--- src/hw/rtl/lsps_pkg.sv ---
package lsps_pkg;

   localparam int SENSOR_W   = 10;
   localparam int GAIN_W     = 4;
   localparam int DUTY_W     = 7;
   localparam int ERR_W      = 6;
   localparam int SUM_W      = 8;
   localparam int CORR_W     = 14;
   localparam int CORR_OUT_W = 12;
   localparam int ADDR_W     = 5;
   localparam int DATA_W     = 32;
   localparam int REQ_DATA_W = 56;
   localparam int RSP_DATA_W = 32;

   localparam logic [SENSOR_W-1:0] LINE_HIGH = 10'd1000;
   localparam logic signed [ERR_W-1:0] ERR_LOST = 6'sd25;
   localparam logic signed [ERR_W-1:0] ERR_SIDE = 6'sd10;
   localparam logic signed [CORR_W-1:0] CORR_LIMIT = 14'sd1575;

   localparam logic [GAIN_W-1:0] PROP_GAIN_RST   = 4'd3;
   localparam logic [GAIN_W-1:0] INTEG_GAIN_RST  = 4'd0;
   localparam logic [GAIN_W-1:0] DERIV_GAIN_RST  = 4'd1;
   localparam logic [DUTY_W-1:0] BASE_DUTY_RST   = 7'd68;
   localparam logic [DUTY_W-1:0] MIN_DUTY_RST    = 7'd55;
   localparam logic [DUTY_W-1:0] MAX_DUTY_RST    = 7'd85;
   localparam logic [DUTY_W-1:0] INTEG_LIMIT_RST = 7'd30;

   typedef enum logic [2:0] {
      REG_PROP_GAIN   = 3'd0,
      REG_INTEG_GAIN  = 3'd1,
      REG_DERIV_GAIN  = 3'd2,
      REG_BASE_DUTY   = 3'd3,
      REG_MIN_DUTY    = 3'd4,
      REG_MAX_DUTY    = 3'd5,
      REG_INTEG_LIMIT = 3'd6
   } reg_index_type;

   typedef struct packed {
      logic [GAIN_W-1:0] prop_gain;
      logic [GAIN_W-1:0] integ_gain;
      logic [GAIN_W-1:0] deriv_gain;
      logic [DUTY_W-1:0] base_duty;
      logic [DUTY_W-1:0] min_duty;
      logic [DUTY_W-1:0] max_duty;
      logic [DUTY_W-1:0] integ_limit;
   } cfg_type;

endpackage

--- src/hw/rtl/line_sensor_pid_steering.sv ---
// channel   direction  fields (low bit first)
// req       in         tdata: sensor_far_left, sensor_left, sensor_mid,
//                             sensor_right, sensor_far_right (10 b each)
// rsp       out        tdata: left_duty (7), right_duty (7), steer_correction (12 s)
// csr       in/out     APB write/read of seven registers at 4*index
//
// A request moves through an input register and a result register; one request
// per cycle is sustained while the result is not stalled.
// The whole PID step is one pass of logic between those two registers.
// Reset clears both valid flags, the previous error and the integral; the
// registers return to their defaults. A stalled result holds the result
// register, and the input register still takes one request behind it.
module line_sensor_pid_steering (
   input  logic        clock,
   input  logic        reset,
   input  logic        req_tvalid,
   output logic        req_tready,
   input  logic [55:0] req_tdata,  // sensor_far_left, sensor_left, sensor_mid,
                                   // sensor_right, sensor_far_right, 6 b pad
   output logic        rsp_tvalid,
   input  logic        rsp_tready,
   output logic [31:0] rsp_tdata,  // left_duty, right_duty, steer_correction, 6 b pad
   input  logic        csr_psel,
   input  logic        csr_penable,
   input  logic        csr_pwrite,
   input  logic [4:0]  csr_paddr,
   input  logic [31:0] csr_pwdata,
   output logic [31:0] csr_prdata,
   output logic        csr_pready
);

   lsps_pkg::cfg_type cfg;

   lsps_csr u_csr (
      .clock       (clock),
      .reset       (reset),
      .csr_psel    (csr_psel),
      .csr_penable (csr_penable),
      .csr_pwrite  (csr_pwrite),
      .csr_paddr   (csr_paddr),
      .csr_pwdata  (csr_pwdata),
      .csr_prdata  (csr_prdata),
      .csr_pready  (csr_pready),
      .cfg         (cfg)
   );

   lsps_core u_core (
      .clock      (clock),
      .reset      (reset),
      .cfg        (cfg),
      .req_tvalid (req_tvalid),
      .req_tready (req_tready),
      .req_tdata  (req_tdata),
      .rsp_tvalid (rsp_tvalid),
      .rsp_tready (rsp_tready),
      .rsp_tdata  (rsp_tdata)
   );

endmodule

--- src/hw/rtl/lsps_csr.sv ---
module lsps_csr (
   input  logic                            clock,
   input  logic                            reset,
   input  logic                            csr_psel,
   input  logic                            csr_penable,
   input  logic                            csr_pwrite,
   input  logic [lsps_pkg::ADDR_W-1:0]     csr_paddr,
   input  logic [lsps_pkg::DATA_W-1:0]     csr_pwdata,
   output logic [lsps_pkg::DATA_W-1:0]     csr_prdata,
   output logic                            csr_pready,
   output lsps_pkg::cfg_type               cfg
);

   lsps_pkg::cfg_type       cfg_ff;
   lsps_pkg::cfg_type       cfg_in;
   lsps_pkg::reg_index_type index;
   logic                    wr_en;

   assign csr_pready = 1'b1;
   assign index      = lsps_pkg::reg_index_type'(csr_paddr[4:2]);
   assign wr_en      = csr_psel && csr_penable && csr_pwrite && csr_pready;
   assign cfg        = cfg_ff;

   always_comb begin
      cfg_in = cfg_ff;
      if (wr_en) begin
         unique case (index)
            lsps_pkg::REG_PROP_GAIN:   cfg_in.prop_gain   = csr_pwdata[3:0];
            lsps_pkg::REG_INTEG_GAIN:  cfg_in.integ_gain  = csr_pwdata[3:0];
            lsps_pkg::REG_DERIV_GAIN:  cfg_in.deriv_gain  = csr_pwdata[3:0];
            lsps_pkg::REG_BASE_DUTY:   cfg_in.base_duty   = csr_pwdata[6:0];
            lsps_pkg::REG_MIN_DUTY:    cfg_in.min_duty    = csr_pwdata[6:0];
            lsps_pkg::REG_MAX_DUTY:    cfg_in.max_duty    = csr_pwdata[6:0];
            lsps_pkg::REG_INTEG_LIMIT: cfg_in.integ_limit = csr_pwdata[6:0];
            default: cfg_in = cfg_ff;
         endcase
      end
   end

   always_comb begin
      unique case (index)
         lsps_pkg::REG_PROP_GAIN:   csr_prdata = {28'd0, cfg_ff.prop_gain};
         lsps_pkg::REG_INTEG_GAIN:  csr_prdata = {28'd0, cfg_ff.integ_gain};
         lsps_pkg::REG_DERIV_GAIN:  csr_prdata = {28'd0, cfg_ff.deriv_gain};
         lsps_pkg::REG_BASE_DUTY:   csr_prdata = {25'd0, cfg_ff.base_duty};
         lsps_pkg::REG_MIN_DUTY:    csr_prdata = {25'd0, cfg_ff.min_duty};
         lsps_pkg::REG_MAX_DUTY:    csr_prdata = {25'd0, cfg_ff.max_duty};
         lsps_pkg::REG_INTEG_LIMIT: csr_prdata = {25'd0, cfg_ff.integ_limit};
         default: csr_prdata = '0;
      endcase
   end

   always_ff @(posedge clock) begin
      if (reset) begin
         cfg_ff.prop_gain   <= lsps_pkg::PROP_GAIN_RST;
         cfg_ff.integ_gain  <= lsps_pkg::INTEG_GAIN_RST;
         cfg_ff.deriv_gain  <= lsps_pkg::DERIV_GAIN_RST;
         cfg_ff.base_duty   <= lsps_pkg::BASE_DUTY_RST;
         cfg_ff.min_duty    <= lsps_pkg::MIN_DUTY_RST;
         cfg_ff.max_duty    <= lsps_pkg::MAX_DUTY_RST;
         cfg_ff.integ_limit <= lsps_pkg::INTEG_LIMIT_RST;
      end else begin
         cfg_ff <= cfg_in;
      end
   end

endmodule

--- src/hw/rtl/lsps_core.sv ---
module lsps_core (
   input  logic                                clock,
   input  logic                                reset,
   input  lsps_pkg::cfg_type                   cfg,
   input  logic                                req_tvalid,
   output logic                                req_tready,
   input  logic [lsps_pkg::REQ_DATA_W-1:0]     req_tdata,
   output logic                                rsp_tvalid,
   input  logic                                rsp_tready,
   output logic [lsps_pkg::RSP_DATA_W-1:0]     rsp_tdata
);

   // input register
   logic                              in_valid_ff;
   logic                              in_valid_in;
   logic [lsps_pkg::SENSOR_W-1:0]     s0_ff, s1_ff, s2_ff, s3_ff, s4_ff;

   // loop state
   logic signed [lsps_pkg::ERR_W-1:0] last_error_ff;
   logic signed [lsps_pkg::ERR_W-1:0] last_error_in;
   logic signed [lsps_pkg::SUM_W-1:0] error_sum_ff;
   logic signed [lsps_pkg::SUM_W-1:0] error_sum_in;

   // result register
   logic                                  out_valid_ff;
   logic                                  out_valid_in;
   logic [lsps_pkg::DUTY_W-1:0]           left_ff, left_in;
   logic [lsps_pkg::DUTY_W-1:0]           right_ff, right_in;
   logic signed [lsps_pkg::CORR_OUT_W-1:0] corr_ff, corr_in;

   logic                               accept;
   logic                               advance;
   logic                               fire;
   logic signed [lsps_pkg::ERR_W-1:0]  err;
   logic signed [8:0]                  sum_raw;
   logic signed [8:0]                  lim_pos;
   logic signed [8:0]                  lim_neg;
   logic signed [8:0]                  sum_sat;
   logic signed [6:0]                  diff;
   logic signed [10:0]                 p_term;
   logic signed [11:0]                 i_term;
   logic signed [10:0]                 d_term;
   logic signed [lsps_pkg::CORR_W-1:0] corr;
   logic signed [lsps_pkg::CORR_W-1:0] left_raw;
   logic signed [lsps_pkg::CORR_W-1:0] right_raw;
   logic signed [lsps_pkg::CORR_W-1:0] min_ext;
   logic signed [lsps_pkg::CORR_W-1:0] max_ext;
   logic signed [lsps_pkg::CORR_W-1:0] base_ext;

   assign advance    = !out_valid_ff || rsp_tready;
   assign fire       = in_valid_ff && advance;
   assign req_tready = !in_valid_ff || advance;
   assign accept     = req_tvalid && req_tready;
   assign in_valid_in = accept || (in_valid_ff && !advance);
   assign out_valid_in = fire || (out_valid_ff && !rsp_tready);

   always_comb begin
      priority if (s0_ff == '0 && s1_ff == '0 && s2_ff == '0 && s3_ff == '0 && s4_ff == '0)
         err = (last_error_ff > 0) ? lsps_pkg::ERR_LOST : -lsps_pkg::ERR_LOST;
      else if (s1_ff == '0 && s3_ff == lsps_pkg::LINE_HIGH)
         err = lsps_pkg::ERR_SIDE;
      else if (s1_ff == lsps_pkg::LINE_HIGH && s3_ff == '0)
         err = -lsps_pkg::ERR_SIDE;
      else
         err = '0;
   end

   // saturate the integral
   always_comb begin
      sum_raw = {error_sum_ff[7], error_sum_ff} + {{3{err[5]}}, err};
      lim_pos = {2'b00, cfg.integ_limit};
      lim_neg = -lim_pos;
      priority if (sum_raw > lim_pos)
         sum_sat = lim_pos;
      else if (sum_raw < lim_neg)
         sum_sat = lim_neg;
      else
         sum_sat = sum_raw;
   end

   assign error_sum_in = fire ? sum_sat[7:0] : error_sum_ff;
   assign last_error_in = fire ? err : last_error_ff;
   assign diff = {err[5], err} - {last_error_ff[5], last_error_ff};

   assign p_term = $signed({7'd0, cfg.prop_gain}) * $signed({{5{err[5]}}, err});
   assign i_term = $signed({8'd0, cfg.integ_gain})
                 * $signed({{4{sum_sat[7]}}, sum_sat[7:0]});
   assign d_term = $signed({7'd0, cfg.deriv_gain}) * $signed({{4{diff[6]}}, diff});

   assign corr = {{3{p_term[10]}}, p_term} + {{2{i_term[11]}}, i_term}
               + {{3{d_term[10]}}, d_term};

   assign base_ext  = {7'd0, cfg.base_duty};
   assign min_ext   = {7'd0, cfg.min_duty};
   assign max_ext   = {7'd0, cfg.max_duty};
   assign left_raw  = base_ext - corr;
   assign right_raw = base_ext + corr;

   always_comb begin
      priority if (left_raw > max_ext)
         left_in = cfg.max_duty;
      else if (left_raw < min_ext)
         left_in = cfg.min_duty;
      else
         left_in = left_raw[6:0];
   end

   always_comb begin
      priority if (right_raw > max_ext)
         right_in = cfg.max_duty;
      else if (right_raw < min_ext)
         right_in = cfg.min_duty;
      else
         right_in = right_raw[6:0];
   end

   always_comb begin
      priority if (corr > lsps_pkg::CORR_LIMIT)
         corr_in = lsps_pkg::CORR_LIMIT[11:0];
      else if (corr < -lsps_pkg::CORR_LIMIT)
         corr_in = 12'(-lsps_pkg::CORR_LIMIT);
      else
         corr_in = corr[11:0];
   end

   assign rsp_tvalid = out_valid_ff;
   assign rsp_tdata  = {6'd0, corr_ff, right_ff, left_ff};

   always_ff @(posedge clock) begin
      if (reset) begin
         in_valid_ff   <= 1'b0;
         out_valid_ff  <= 1'b0;
         last_error_ff <= '0;
         error_sum_ff  <= '0;
      end else begin
         in_valid_ff   <= in_valid_in;
         out_valid_ff  <= out_valid_in;
         last_error_ff <= last_error_in;
         error_sum_ff  <= error_sum_in;
      end
   end

   always_ff @(posedge clock) begin
      if (accept) begin
         s0_ff <= req_tdata[9:0];
         s1_ff <= req_tdata[19:10];
         s2_ff <= req_tdata[29:20];
         s3_ff <= req_tdata[39:30];
         s4_ff <= req_tdata[49:40];
      end
      if (fire) begin
         left_ff  <= left_in;
         right_ff <= right_in;
         corr_ff  <= corr_in;
      end
   end

endmodule

--- config.mk ---
export PLATFORM = sky130hd
export DESIGN_NAME = line_sensor_pid_steering
export DESIGN_NICKNAME = d
export VERILOG_FILES = /design/src/hw/rtl/lsps_pkg.sv /design/src/hw/rtl/line_sensor_pid_steering.sv /design/src/hw/rtl/lsps_csr.sv /design/src/hw/rtl/lsps_core.sv
export SDC_FILE = /design/constraint.sdc
export NUM_CORES = 1
export LEC_CHECK = 0
export BUFFER_PORTS_ARGS = -buffer_cell sky130_fd_sc_hd__buf_2
export CORE_ASPECT_RATIO = 1.1
export CORE_MARGIN = 8
export CORE_UTILIZATION = 45
export DETAILED_ROUTE_END_ITERATION = 8
export PLACE_DENSITY = 0.63
export SLEW_MARGIN = 10
export SYNTH_ARGS = -nofsm -noshare
export SYNTH_HDL_FRONTEND = slang
export SYNTH_HIERARCHICAL = 1
export SYNTH_SLANG_ARGS = --single-unit
export TNS_END_PERCENT = 20
--- constraint.sdc ---
create_clock -name clock -period 15.8 [get_ports clock]
set_clock_uncertainty 0.05 [all_clocks]
set_input_delay 3.16 -clock clock [delete_from_list [all_inputs] [get_ports clock]]
set_output_delay 3.16 -clock clock [all_outputs]
set_load 0.05 [all_outputs]
# Word level (Yosys, flattened, before mapping)
# Cells that the tools add are included.
dict set report totals {
  ff_bits 132
  wordCells 93
  in_bits 100
  out_inout_bits 67
}
dict set report classes {
  n_lt_le_gt_ge 9
  n_reduce_logical 34
  muxes 12
  add_sub_neg 7
  eq_ne 8
  n_mul 3
}
# cell n
set op_table {}
lappend op_table {{10-bit zero test} 5}
lappend op_table {{7-bit case mux with 7 select lines} 1}
lappend op_table {{14-bit by 8-bit > comparator with 1-bit output} 2}
lappend op_table {{14-bit by 8-bit less-than comparator with 1-bit output} 2}
lappend op_table {{7-bit 2-to-1 mux} 4}
lappend op_table {{6-bit 2-to-1 mux} 4}
lappend op_table {{10-bit == test, second input constant} 2}
lappend op_table {{8-bit 2-to-1 mux} 2}
lappend op_table {{14-bit adder} 1}
lappend op_table {{8-bit by 14-bit adder with 14-bit output} 1}
lappend op_table {{14-bit by 12-bit > comparator with 1-bit output, second input constant} 1}
lappend op_table {{14-bit by 12-bit less-than comparator with 1-bit output, second input constant} 1}
lappend op_table {{2-bit AND reduction} 7}
lappend op_table {{8-bit by 14-bit subtractor with 14-bit output} 1}
lappend op_table {{11-bit by 12-bit adder with 13-bit output} 1}
lappend op_table {{1-bit logical AND} 12}
lappend op_table {{5-bit by 8-bit multiplier with 12-bit output} 1}
lappend op_table {{12-bit 2-to-1 mux} 1}
lappend op_table {{5-bit by 6-bit multiplier with 11-bit output} 1}
lappend op_table {{5-bit by 7-bit multiplier with 11-bit output} 1}
lappend op_table {{8-bit by 6-bit adder with 9-bit output} 1}
lappend op_table {{3-bit == test, second input constant} 3}
lappend op_table {{9-bit by 8-bit > comparator with 1-bit output} 1}
lappend op_table {{9-bit less-than comparator} 1}
lappend op_table {{other kinds (9)} 16}

# Depth between registers and ports, before layout
# Gate-level depths: netlist of run 1.
dict set report logic_depth {
  ltp_word 17
  ltp_mapped 57
  ltp_nobuf 56
}

# Hierarchy
# The synthesis of run 1 kept the hierarchy.
# module area_each_um2 cells_each n_inst seq_area_each_um2
set modules_own_cells {}
lappend modules_own_cells {lsps_core 10179.8 1090 1 2582.5}
lappend modules_own_cells {lsps_csr 2150.8 226 1 800.8}

# Worst setup path before layout of run 1
# No wires, ideal clock.
dict set report synth_timing {
  kind {flip-flop to flip-flop}
  start {reg u_core/s3_ff[4] in the netlist's numbering}
  end {reg u_core/left_ff[2] in the netlist's numbering, data pin}
  setup_slack_ns 2.614
  t_arrival_ns 12.879
  period_less_slack_ns 13.186
  path_buffers 1
  setup_time_ns 0.257
  t_required_ns 15.493
  stages_incl_launch_ff 53
  path_cell_list {edfxtp_1 > or4_1 > or4_1 > nor4_2 > inv_1 > o21bai_1 > ha_1 > nor2b_1 > o21a_1 > nor2_1 > o21a_1 > o211ai_1 > o21ai_0 > ha_1 > nand2_1 > or2_2 > a211oi_1 > nor3_1 > [... 17 more ...] > xnor2_1 > xnor2_1 > fa_1 > inv_1 > ha_1 > fa_1 > inv_1 > fa_1 > inv_1 > ha_1 > or4_1 > nand4_2 > nand3_2 > or3_1 > a211o_1 > a221oi_4 > a21oi_2 > o22a_1}
}
dict set report synth_between {
  elab_cells_between_ends 25
  cone_classes {add/sub: 5; mul: 3; order compare: 4; eq/ne: 1; mux: 7; reduce/logical: 5}
}
# element line
set synth_rtl {}
lappend synth_rtl {{from (decl)} lsps_core.sv:16} ;# logic [lsps_pkg::SENSOR_W-1:0] s0_ff, s1_ff, s2_ff, s3_ff, s4_ff;
lappend synth_rtl {{from (signal assigned)} lsps_core.sv:148} ;# s3_ff <= req_tdata[39:30];
lappend synth_rtl {{10-bit == test or 10-bit zero test (tied branches)} {lsps_core.sv:60, lsps_core.sv:58}}
lappend synth_rtl {{1-bit logical AND, on equally long branches} {lsps_core.sv:60, lsps_core.sv:58}}
lappend synth_rtl {{6-bit 2-to-1 mux or 1-bit logical AND (tied branches)} {lsps_core.sv:60, lsps_core.sv:58}}
lappend synth_rtl {{6-bit 2-to-1 mux (*)} lsps_core.sv:58} ;# priority if (s0_ff == '0 && s1_ff == '0 && s2_ff == '0 && s3_ff == '0 && s4_ff == '0)
lappend synth_rtl {{net u_core.err (one bit)} lsps_core.sv:34} ;# logic signed [lsps_pkg::ERR_W-1:0] err;
lappend synth_rtl {{8-bit by 6-bit adder with 9-bit output} lsps_core.sv:70} ;# sum_raw = {error_sum_ff[7], error_sum_ff} + {{3{err[5]}}, err};
lappend synth_rtl {{9-bit less-than comparator} lsps_core.sv:75} ;# else if (sum_raw < lim_neg)
lappend synth_rtl {{8-bit 2-to-1 mux} lsps_core.sv:75}
lappend synth_rtl {{8-bit 2-to-1 mux} lsps_core.sv:73} ;# priority if (sum_raw > lim_pos)
lappend synth_rtl {{5-bit by 8-bit multiplier with 12-bit output} lsps_core.sv:87} ;# * $signed({{4{sum_sat[7]}}, sum_sat[7:0]});
lappend synth_rtl {{11-bit by 12-bit adder with 13-bit output} lsps_core.sv:90} ;# assign corr = {{3{p_term[10]}}, p_term} + {{2{i_term[11]}}, i_term}
lappend synth_rtl {{14-bit adder (*)} lsps_core.sv:91} ;# + {{3{d_term[10]}}, d_term};
lappend synth_rtl {{8-bit by 14-bit subtractor with 14-bit output (*)} lsps_core.sv:96} ;# assign left_raw = base_ext - corr;
lappend synth_rtl {{14-bit by 8-bit less-than comparator with 1-bit output} lsps_core.sv:102} ;# else if (left_raw < min_ext)
lappend synth_rtl {{7-bit 2-to-1 mux} lsps_core.sv:102}
lappend synth_rtl {{7-bit 2-to-1 mux (*)} lsps_core.sv:100} ;# priority if (left_raw > max_ext)
lappend synth_rtl {{net u_core.left_in (one bit)} lsps_core.sv:27} ;# logic [lsps_pkg::DUTY_W-1:0] left_ff, left_in;
lappend synth_rtl {{to (signal assigned)} lsps_core.sv:152} ;# left_ff <= left_in;
lappend synth_rtl {{to (decl)} lsps_core.sv:27}
# Mark *: on every way through the listed nets, which the timed path passes. The rest lies on a longest branch.
# A chain may end at the register's enable or synchronous reset.

# Final worst setup path of run 1
dict set report layout_timing {
  start {reg u_core/s3_ff[4] in the netlist's numbering}
  end {reg u_core/left_ff[2] in the netlist's numbering, data pin}
}
dict set report layout_between {
  elab_chain_len 16
  elab_cells_between_ends 25
  cone_classes {add/sub: 5; mul: 3; order compare: 4; eq/ne: 1; mux: 7; reduce/logical: 5}
}
# element line
set layout_rtl {}
lappend layout_rtl {{10-bit zero test} {lsps_core.sv:58, lsps_core.sv:62}}
lappend layout_rtl {{1-bit logical AND} lsps_core.sv:62} ;# else if (s1_ff == lsps_pkg::LINE_HIGH && s3_ff == '0)
lappend layout_rtl {{6-bit 2-to-1 mux} lsps_core.sv:62}
lappend layout_rtl {{6-bit 2-to-1 mux} lsps_core.sv:60} ;# else if (s1_ff == '0 && s3_ff == lsps_pkg::LINE_HIGH)
lappend layout_rtl {{6-bit 2-to-1 mux (*)} lsps_core.sv:58}
lappend layout_rtl {{net u_core.err (one bit)} lsps_core.sv:34}
lappend layout_rtl {{8-bit by 6-bit adder with 9-bit output} lsps_core.sv:70}
lappend layout_rtl {{9-bit less-than comparator} lsps_core.sv:75}
lappend layout_rtl {{[... 2 more ...]} -}
lappend layout_rtl {{5-bit by 8-bit multiplier with 12-bit output} lsps_core.sv:87}
lappend layout_rtl {{11-bit by 12-bit adder with 13-bit output} lsps_core.sv:90}
lappend layout_rtl {{14-bit adder (*)} lsps_core.sv:91}
lappend layout_rtl {{8-bit by 14-bit subtractor with 14-bit output (*)} lsps_core.sv:96}
lappend layout_rtl {{14-bit by 8-bit less-than comparator with 1-bit output} lsps_core.sv:102}
lappend layout_rtl {{7-bit 2-to-1 mux} lsps_core.sv:102}
lappend layout_rtl {{7-bit 2-to-1 mux (*)} lsps_core.sv:100}
lappend layout_rtl {{net u_core.left_in (one bit)} lsps_core.sv:27}
# Marked as above.

==> impl_metrics.csv, run 1 <==
group,metric,value,unit
sta,hold_viol_final,0,
pwr,clkPwrFrac,38.9,%
sta,tightest_slew,1.037,ns
status,status,"complete, no violations",
critical_path,worstSetupPathType,"flop to flop",
die,ioPinCount,167,
logic_synthesis,ys.flop_type,"edfxtp_1",
final_layout,most-common-layout-cells,"inv_1, ha_1, buf_2",
logic_synthesis,netlist_instances,1316,
drt,detail-route-antenna-nets,0,
die,fp.coreArea,26960,um^2
pwr,powerDensity,75.69,nW/um^2
sta,finalSetupViolCount,0,
pwr,netSwitchingFraction,33.08,%
logic_synthesis,yosys.area.top_type,"edfxtp_1",
logic_synthesis,ys_types,70,
die,dieHeight,189.6,um
placed_design,place_ws,1.541,ns
sta,rsz0062_at_grt,"no",
logic_synthesis,yosysSeqAreaShare,27.44,%
critical_path,cp_slowest_cell,"a221oi_4",
final_layout,fin_nets,1726,
critical_path,cpPeakStageDelay,0.58,ns
critical_path,crit_path_start_kind,"flop",
die,die_w,173.8,um
pwr,p_int,0.0006949,W
drt,wire_per_inst,15.67,um
logic_synthesis,synth-edff-count,76,
hold_path,whs_path_depth,2,
clock_tree,worstSkewPairLatency,0.42,ns
placed_design,gp_congestion,0.8693,
sta,max_freq,0.07035,GHz
die,dieArea,32960,um^2
final_layout,layout-drive-gt1-share,11.83,%
global_route,grt.overflow.total,0,
final_layout,fill_cells,2549,
critical_path,crit_required,15.91,ns
pwr,cellLeakagePower,6.597,nW
drt,drtPass1Iterations,5,
drt,route.detailed.drc,0,
global_route,grt_usage,17.05,%
die,rows,63,
final_layout,layout_commonest_cell,"inv_1",
critical_path,crit_path_max_fanout,13,
clock_tree,cts_setup_buffers,0,
clock_tree,holdBufCountCts,0,
pwr,combPwrFrac,23.8,%
logic_synthesis,synth-seq-cells,131,
die,start_util,45.74,%
sta,worst_slack,1.585,ns
logic_synthesis,avgSynthCellArea,9.370,um^2
pwr,switchingPower,0.0003435,W
clock_tree,clock-sinks,131,
sta,tns,0,ns
sta,min_period,14.21,ns
clock_tree,root_buffer,"clkbuf_16",
global_route,antenna_found_initial,3,
logic_synthesis,synthArstFlopShare,0,%
critical_path,ff2ff_path_depth,53,
placed_design,hpwl,22.77,mm
sta,max-slew-margin-rel,30.87,%
drt,vias,9185,
sta,report.final.slew_viol_count,0,
global_route,grt_max_degree,75,
hold_path,hold_path.class,"flop to flop",
sta,period_share,89.97,%
logic_synthesis,yosys-top-cells-area,"edfxtp_1, ha_1, fa_1",
drt,drt-total-wl,27.99,mm
pwr,seq_power_share,37.3,%
global_route,grt_pass1_wl,46.26,mm
critical_path,path_common_cell,"inv_1",
clock_tree,cts_buffers,17,
logic_synthesis,ys_warn_count,6,
placed_design,io_buffer_count,101,
clock_tree,cts_tree,"yes",
critical_path,arrival,14.33,ns
clock_tree,htree_levels,4,
final_layout,area_delta_synth_final,11.26,%
logic_synthesis,synth_area,12330,um^2
critical_path,end_kind,"flop",
clock_tree,cts_buffer_depth,2,
clock_tree,cts.clk_slew.worst_paths,0.07,ns
drt,vias_per_cell,5.143,
flow_run,cap_violations,0,
drt,drt_iter0_drc,401,
clock_tree,cts_resized,0,
logic_synthesis,synth_top_area_share,18.51,%
pwr,peakVddDrop,79.74,uV
global_route,grt_pass1_vias,9331,
area by class of cell:
cell class	count	area (um^2)	area share, %
Multi-Input combinational cell	954	7933	57.82
Sequential cell	131	3383	24.66
Inverter	197	739.5	5.390
Timing Repair Buffer	114	603.1	4.396
Tap cell	357	446.7	3.256
Clock buffer	17	425.4	3.101
Clock inverter	15	186.4	1.359
Antenna cell	1	2.502	0.01824
power by group through the flow:
stage          clock [W]  sequential (W)  combinational [W]
2_1_floorplan          0        0.000414           0.000174
3_3_place_gp           0        0.000395           0.000244
3_5_place_dp           0        0.000395           0.000246
4_1_cts         0.000412        0.000388           0.000247
5_1_grt         0.000428        0.000389           0.000274
6_report        0.000404        0.000388           0.000247
flip-flops by register name (all words and copies together) (netlist names):
| name | cells |
|---|---|
| u_core/s1_ff | 10 |
| u_core/error_sum_ff | 8 |
| u_core/rsp_tvalid | 1 |
| u_core/left_ff | 7 |
| u_core/right_ff | 7 |
| u_core/in_valid_ff | 1 |
| u_core/last_error_ff | 5 |
| u_csr/cfg | 40 |
| u_core/s3_ff | 10 |
| u_core/s4_ff | 10 |
| u_core/corr_ff | 12 |
| u_core/s0_ff | 10 |
| u_core/s2_ff | 10 |
final timing paths:
kind	from	end	slack, ns
worst max-delay path	u_core/s3_ff[4]	u_core/left_ff[2]	1.59
worst min-delay path	u_core/error_sum_ff[7]	u_core/error_sum_ff[7]	0.42
worst min register to register	u_core/error_sum_ff[7]	u_core/error_sum_ff[7]	0.42
worst max register to register	u_core/s3_ff[4]	u_core/left_ff[2]	1.59
worst max-delay path: cells and delay by family, from the launching register on:
kind	cells	cell delay [ns]
AO/OA/AOI/OAI	17	3.93
XOR/XNOR	2	0.28
adder cells (fa/ha/maj)	11	4.51
buffers and inverters	8	0.64
flip-flops	1	0.37
multiplexers	1	0.24
AND/OR/NAND/NOR	14	3.91
cells by family (layout without fill, tap and decap cells):
group           Yosys count  count (layout)  share of synthesized area [%]
xor+xnor                 56              56                          3.978
flops                   131             131                          27.44
other cells               3              33                        0.09132
simple gates            361             361                          15.42
compound gates          217             217                          11.87
mux                      77              77                          6.281
fa+ha+maj               211             211                          25.79
buf+inv                 260             343                          9.122
cells in the mapped netlist (all sizes together) (3+ instances only):
master  instances
conb            3
xnor2          40
o21ai          36
clkbuf         22
mux2            3
and4b           5
fa             72
a21oi          59
o21bai         16
o31a            4
a21o           15
o41ai           3
inv           197
edfxtp         76
and2           42
o21a           13
nand3          16
a221oi          6
or3             9
o221a           4
dfxtp          55
nand3b          3
nand2          64
nand4           9
xor2           16
nor3           16
o22a            5
nand2b         41
buf            41
o22ai          11
a211oi         12
nor2           93
a31o            4
and3            5
o211ai          8
nor2b          30
or4             7
ha            139
a31oi           3
nor4           14
mux2i          74
metal layers:
metal / GRT usage (%) / vias to the layer above / part of all wire (%)
li1: - / 4635 / -
met1: 21.63 / 4318 / 46
met2: 29.06 / 197 / 47
met3: 3.886 / 31 / 5.0
met4: 4.245 / 4 / 1.6
met5: 0 / - / 0.079
metrics by stage:
step / total power [W] / cell area (um^2) / hold slack, ns / util, % / std cells
3_3_place_gp: 0.0006386 / 13110 / 0.4035 / 48.61 / 1753
4_1_cts: 0.001047 / 13720 / 0.4205 / 50.88 / 1785
6_report: 0.001038 / 13720 / 0.4178 / 50.89 / 1786
2_1_floorplan: 0.0005886 / 12440 / 0.3906 / - / 1345
3_5_place_dp: 0.0006412 / 13110 / 0.4088 / 48.61 / 1753
5_1_grt: 0.001090 / 13720 / 0.4372 / 50.88 / 1785
No activity file was read; power rests on OpenSTA's default activity.
==> inputs of run 2 (changes only) <==
--- a/config.mk
+++ b/config.mk
@@ -8,9 +8,10 @@
 export BUFFER_PORTS_ARGS = -buffer_cell sky130_fd_sc_hd__buf_2
 export CORE_ASPECT_RATIO = 1.1
 export CORE_MARGIN = 8
-export CORE_UTILIZATION = 45
+export CORE_UTILIZATION = 60
 export DETAILED_ROUTE_END_ITERATION = 8
-export PLACE_DENSITY = 0.63
+export GPL_TIMING_DRIVEN = 0
+export PLACE_DENSITY = 0.81
 export SLEW_MARGIN = 10
 export SYNTH_ARGS = -nofsm -noshare
 export SYNTH_HDL_FRONTEND = slang
==> run 2 against run 1 <==
  * Design area grew 1.7%
  * Largest power group unchanged
  * Clock power decreased by 2%
  * First-iteration DRC count increased by 46%
  * Clock-buffer cell count unchanged
  * Fmax decreased by 3.8%
  * Sequential share of layout area decreased by 0.41 points
  * Global-route usage increased by 6.5 points
==> impl_metrics.csv, run 2 (same netlist as run 1, synthesis figures left out) <==
group,metric,value,unit
die,dieArea,25400,um^2
critical_path,worstSetupPathType,"flop to flop",
drt,drt_iter0_drc,586,
global_route,grt_pass1_vias,9921,
final_layout,fin_nets,1780,
critical_path,cp_slowest_cell,"or4_1",
pwr,peakVddDrop,71.87,uV
pwr,powerDensity,75.09,nW/um^2
clock_tree,worstSkewPairLatency,0.43,ns
sta,hold_viol_final,0,
critical_path,regToRegSetupSlack,1.02,ns
die,dieHeight,166.4,um
drt,detail-route-antenna-nets,0,
critical_path,rr_endpoint,"u_core/right_ff[1]",
drt,drt-total-wl,30.21,mm
placed_design,gp_congestion,0.9568,
die,start_util,60.53,%
sta,hold_slack,0.4277,ns
critical_path,end_kind,"flop",
die,die_w,152.7,um
die,ioPinCount,167,
drt,vias,9811,
clock_tree,cts_tree,"yes",
global_route,grt_pass1_wl,48.83,mm
final_layout,area_delta_synth_final,13.13,%
global_route,met1_usage,27.73,%
global_route,globalRouteMet2Util,42.13,%
sta,max-slew-margin-rel,31.01,%
critical_path,path_common_cell,"fa_1",
final_layout,finish.utilization,68.48,%
global_route,antenna_found_initial,0,
final_layout,most-common-layout-cells,"inv_1, ha_1, buf_2",
clock_tree,cts_buffer_depth,2,
critical_path,crit_path_end,"u_core/right_ff[1]",
final_layout,fill_cells,1561,
clock_tree,htree_levels,4,
final_layout,antenna_cells,0,
clock_tree,holdBufCountCts,0,
sta,tightest_slew,1.026,ns
critical_path,arrival,14.98,ns
global_route,grt_busiest_layer,"met2",
clock_tree,cts_buffers,17,
sta,tns,0,ns
drt,route.detailed.drc,0,
clock_tree,cts.clk_slew.worst_paths,0.06,ns
global_route,grt_usage,23.55,%
pwr,finalPower,0.001047,W
clock_tree,root_buffer,"clkbuf_16",
final_layout,layout_commonest_cell,"inv_1",
die,fp.coreArea,20370,um^2
flow_run,cap_violations,0,
critical_path,ff2ff_path_depth,54,
critical_path,crit_required,16.00,ns
sta,report.final.slew_viol_count,0,
drt,vias_per_cell,5.645,
drt,drtPass1Iterations,5,
clock_tree,clock-sinks,131,
status,status,"complete, no violations",
global_route,use_met3,3.852,%
sta,finalSetupViolCount,0,
sta,max_freq,0.06765,GHz
sta,rsz0062_at_grt,"no",
pwr,cellLeakagePower,6.820,nW
global_route,grt_max_degree,36,
critical_path,crit_path_max_fanout,10,
die,rows,55,
final_layout,layout-drive-gt1-share,13.77,%
global_route,grt.overflow.total,0,
critical_path,r2r-start,"u_core/s1_ff[0]",
placed_design,place_area,13310,um^2
placed_design,hpwl,24.04,mm
final_layout,largest_reg_flops,40,
final_layout,design_area,13950,um^2
critical_path,crit_start,"u_core/s1_ff[0]",
sta,min_period,14.78,ns
sta,period_share,93.55,%
placed_design,io_buffer_count,101,
hold_path,hold_path.class,"flop to flop",
critical_path,cpPeakStageDelay,0.57,ns
critical_path,crit_path_start_kind,"flop",
drt,wire_per_inst,17.38,um
==> run 2: cell count changes in the layout (fill, tap and decap cells not counted), moves of 2 or more <==
cell,previous run,this run
buf_4,13,37
clkbuf_1,0,21
buf_1,0,2
buf_12,0,2
buf_2,101,103
buf_6,0,2
clkinv_8,3,1
clkinvlp_4,1,3
inv_8,5,3
==> run 2: cell type report <==
type,count,area [um^2],share of cell area [%]
Buffer,63,386.6,2.772
Clock buffer,17,425.4,3.050
Clock inverter,15,163.9,1.175
Inverter,197,739.5,5.301
Multi-Input combinational cell,954,7970,57.14
Sequential cell,131,3383,24.25
Tap cell,256,320.3,2.296
Timing Repair Buffer,105,560.5,4.018
==> run 2: worst min path at each step <==
| stage | slack (ns) | end | cells after the start | from |
|---|---|---|---|---|
| after floorplan | 0.39 | u_core/error_sum_ff[7] | 2 | u_core/error_sum_ff[7] |
| after global placement | 0.42 | u_core/last_error_ff[1] | 2 | u_core/last_error_ff[1] |
| after detailed placement | 0.42 | u_core/error_sum_ff[7] | 2 | u_core/error_sum_ff[7] |
| after CTS | 0.43 | u_core/error_sum_ff[7] | 2 | u_core/error_sum_ff[7] |
| after global routing | 0.45 | u_core/error_sum_ff[7] | 2 | u_core/error_sum_ff[7] |
| final | 0.43 | u_core/error_sum_ff[7] | 2 | u_core/error_sum_ff[7] |
==> run 2: routing by layer <==
metal | vias up | wire length, um | part of all wire (%)
met3 | 69 | 1735 | 5.7
li1 | 4733 | - | -
met4 | 0 | 905 | 3.0
met1 | 4679 | 12100 | 40
met5 | - | 0 | 0
met2 | 330 | 15470 | 51
==> run 2: metrics by stage <==
step | worst slack, ns | instances
global placement | 0.1222 | 1702
detailed placement | 0.004306 | 1704
finish | 1.018 | 1738
global route | 0.04788 | 1738
CTS | 0.2957 | 1736
floorplan | 2.614 | 1345
==> run 2: report_power, final <==
group	internal [W]	switching, W	total, W
clock network	0.000224	0.000172	0.000395
logic	0.0000904	0.000174	0.000264
registers	0.000382	0.00000628	0.000388
total	0.000696	0.000352	0.00105
==> run 2: timing repair <==
item | CTS | global route
pin swaps | 0 | 1
gates resized for setup | 1 | 5
setup buffers | 0 | 2
setup endpoints to repair | 4 | 19
==> run 2: worst max-delay path: cells and delay by family (launching register included) <==
| kind | cells | cell delay, ns |
|---|---|---|
| compound gates | 15 | 3.46 |
| xor+xnor | 1 | 0.12 |
| fa+ha+maj | 13 | 5.42 |
| buf+inv | 8 | 1.03 |
| flops | 1 | 0.38 |
| mux | 1 | 0.33 |
| simple gates | 16 | 3.79 |
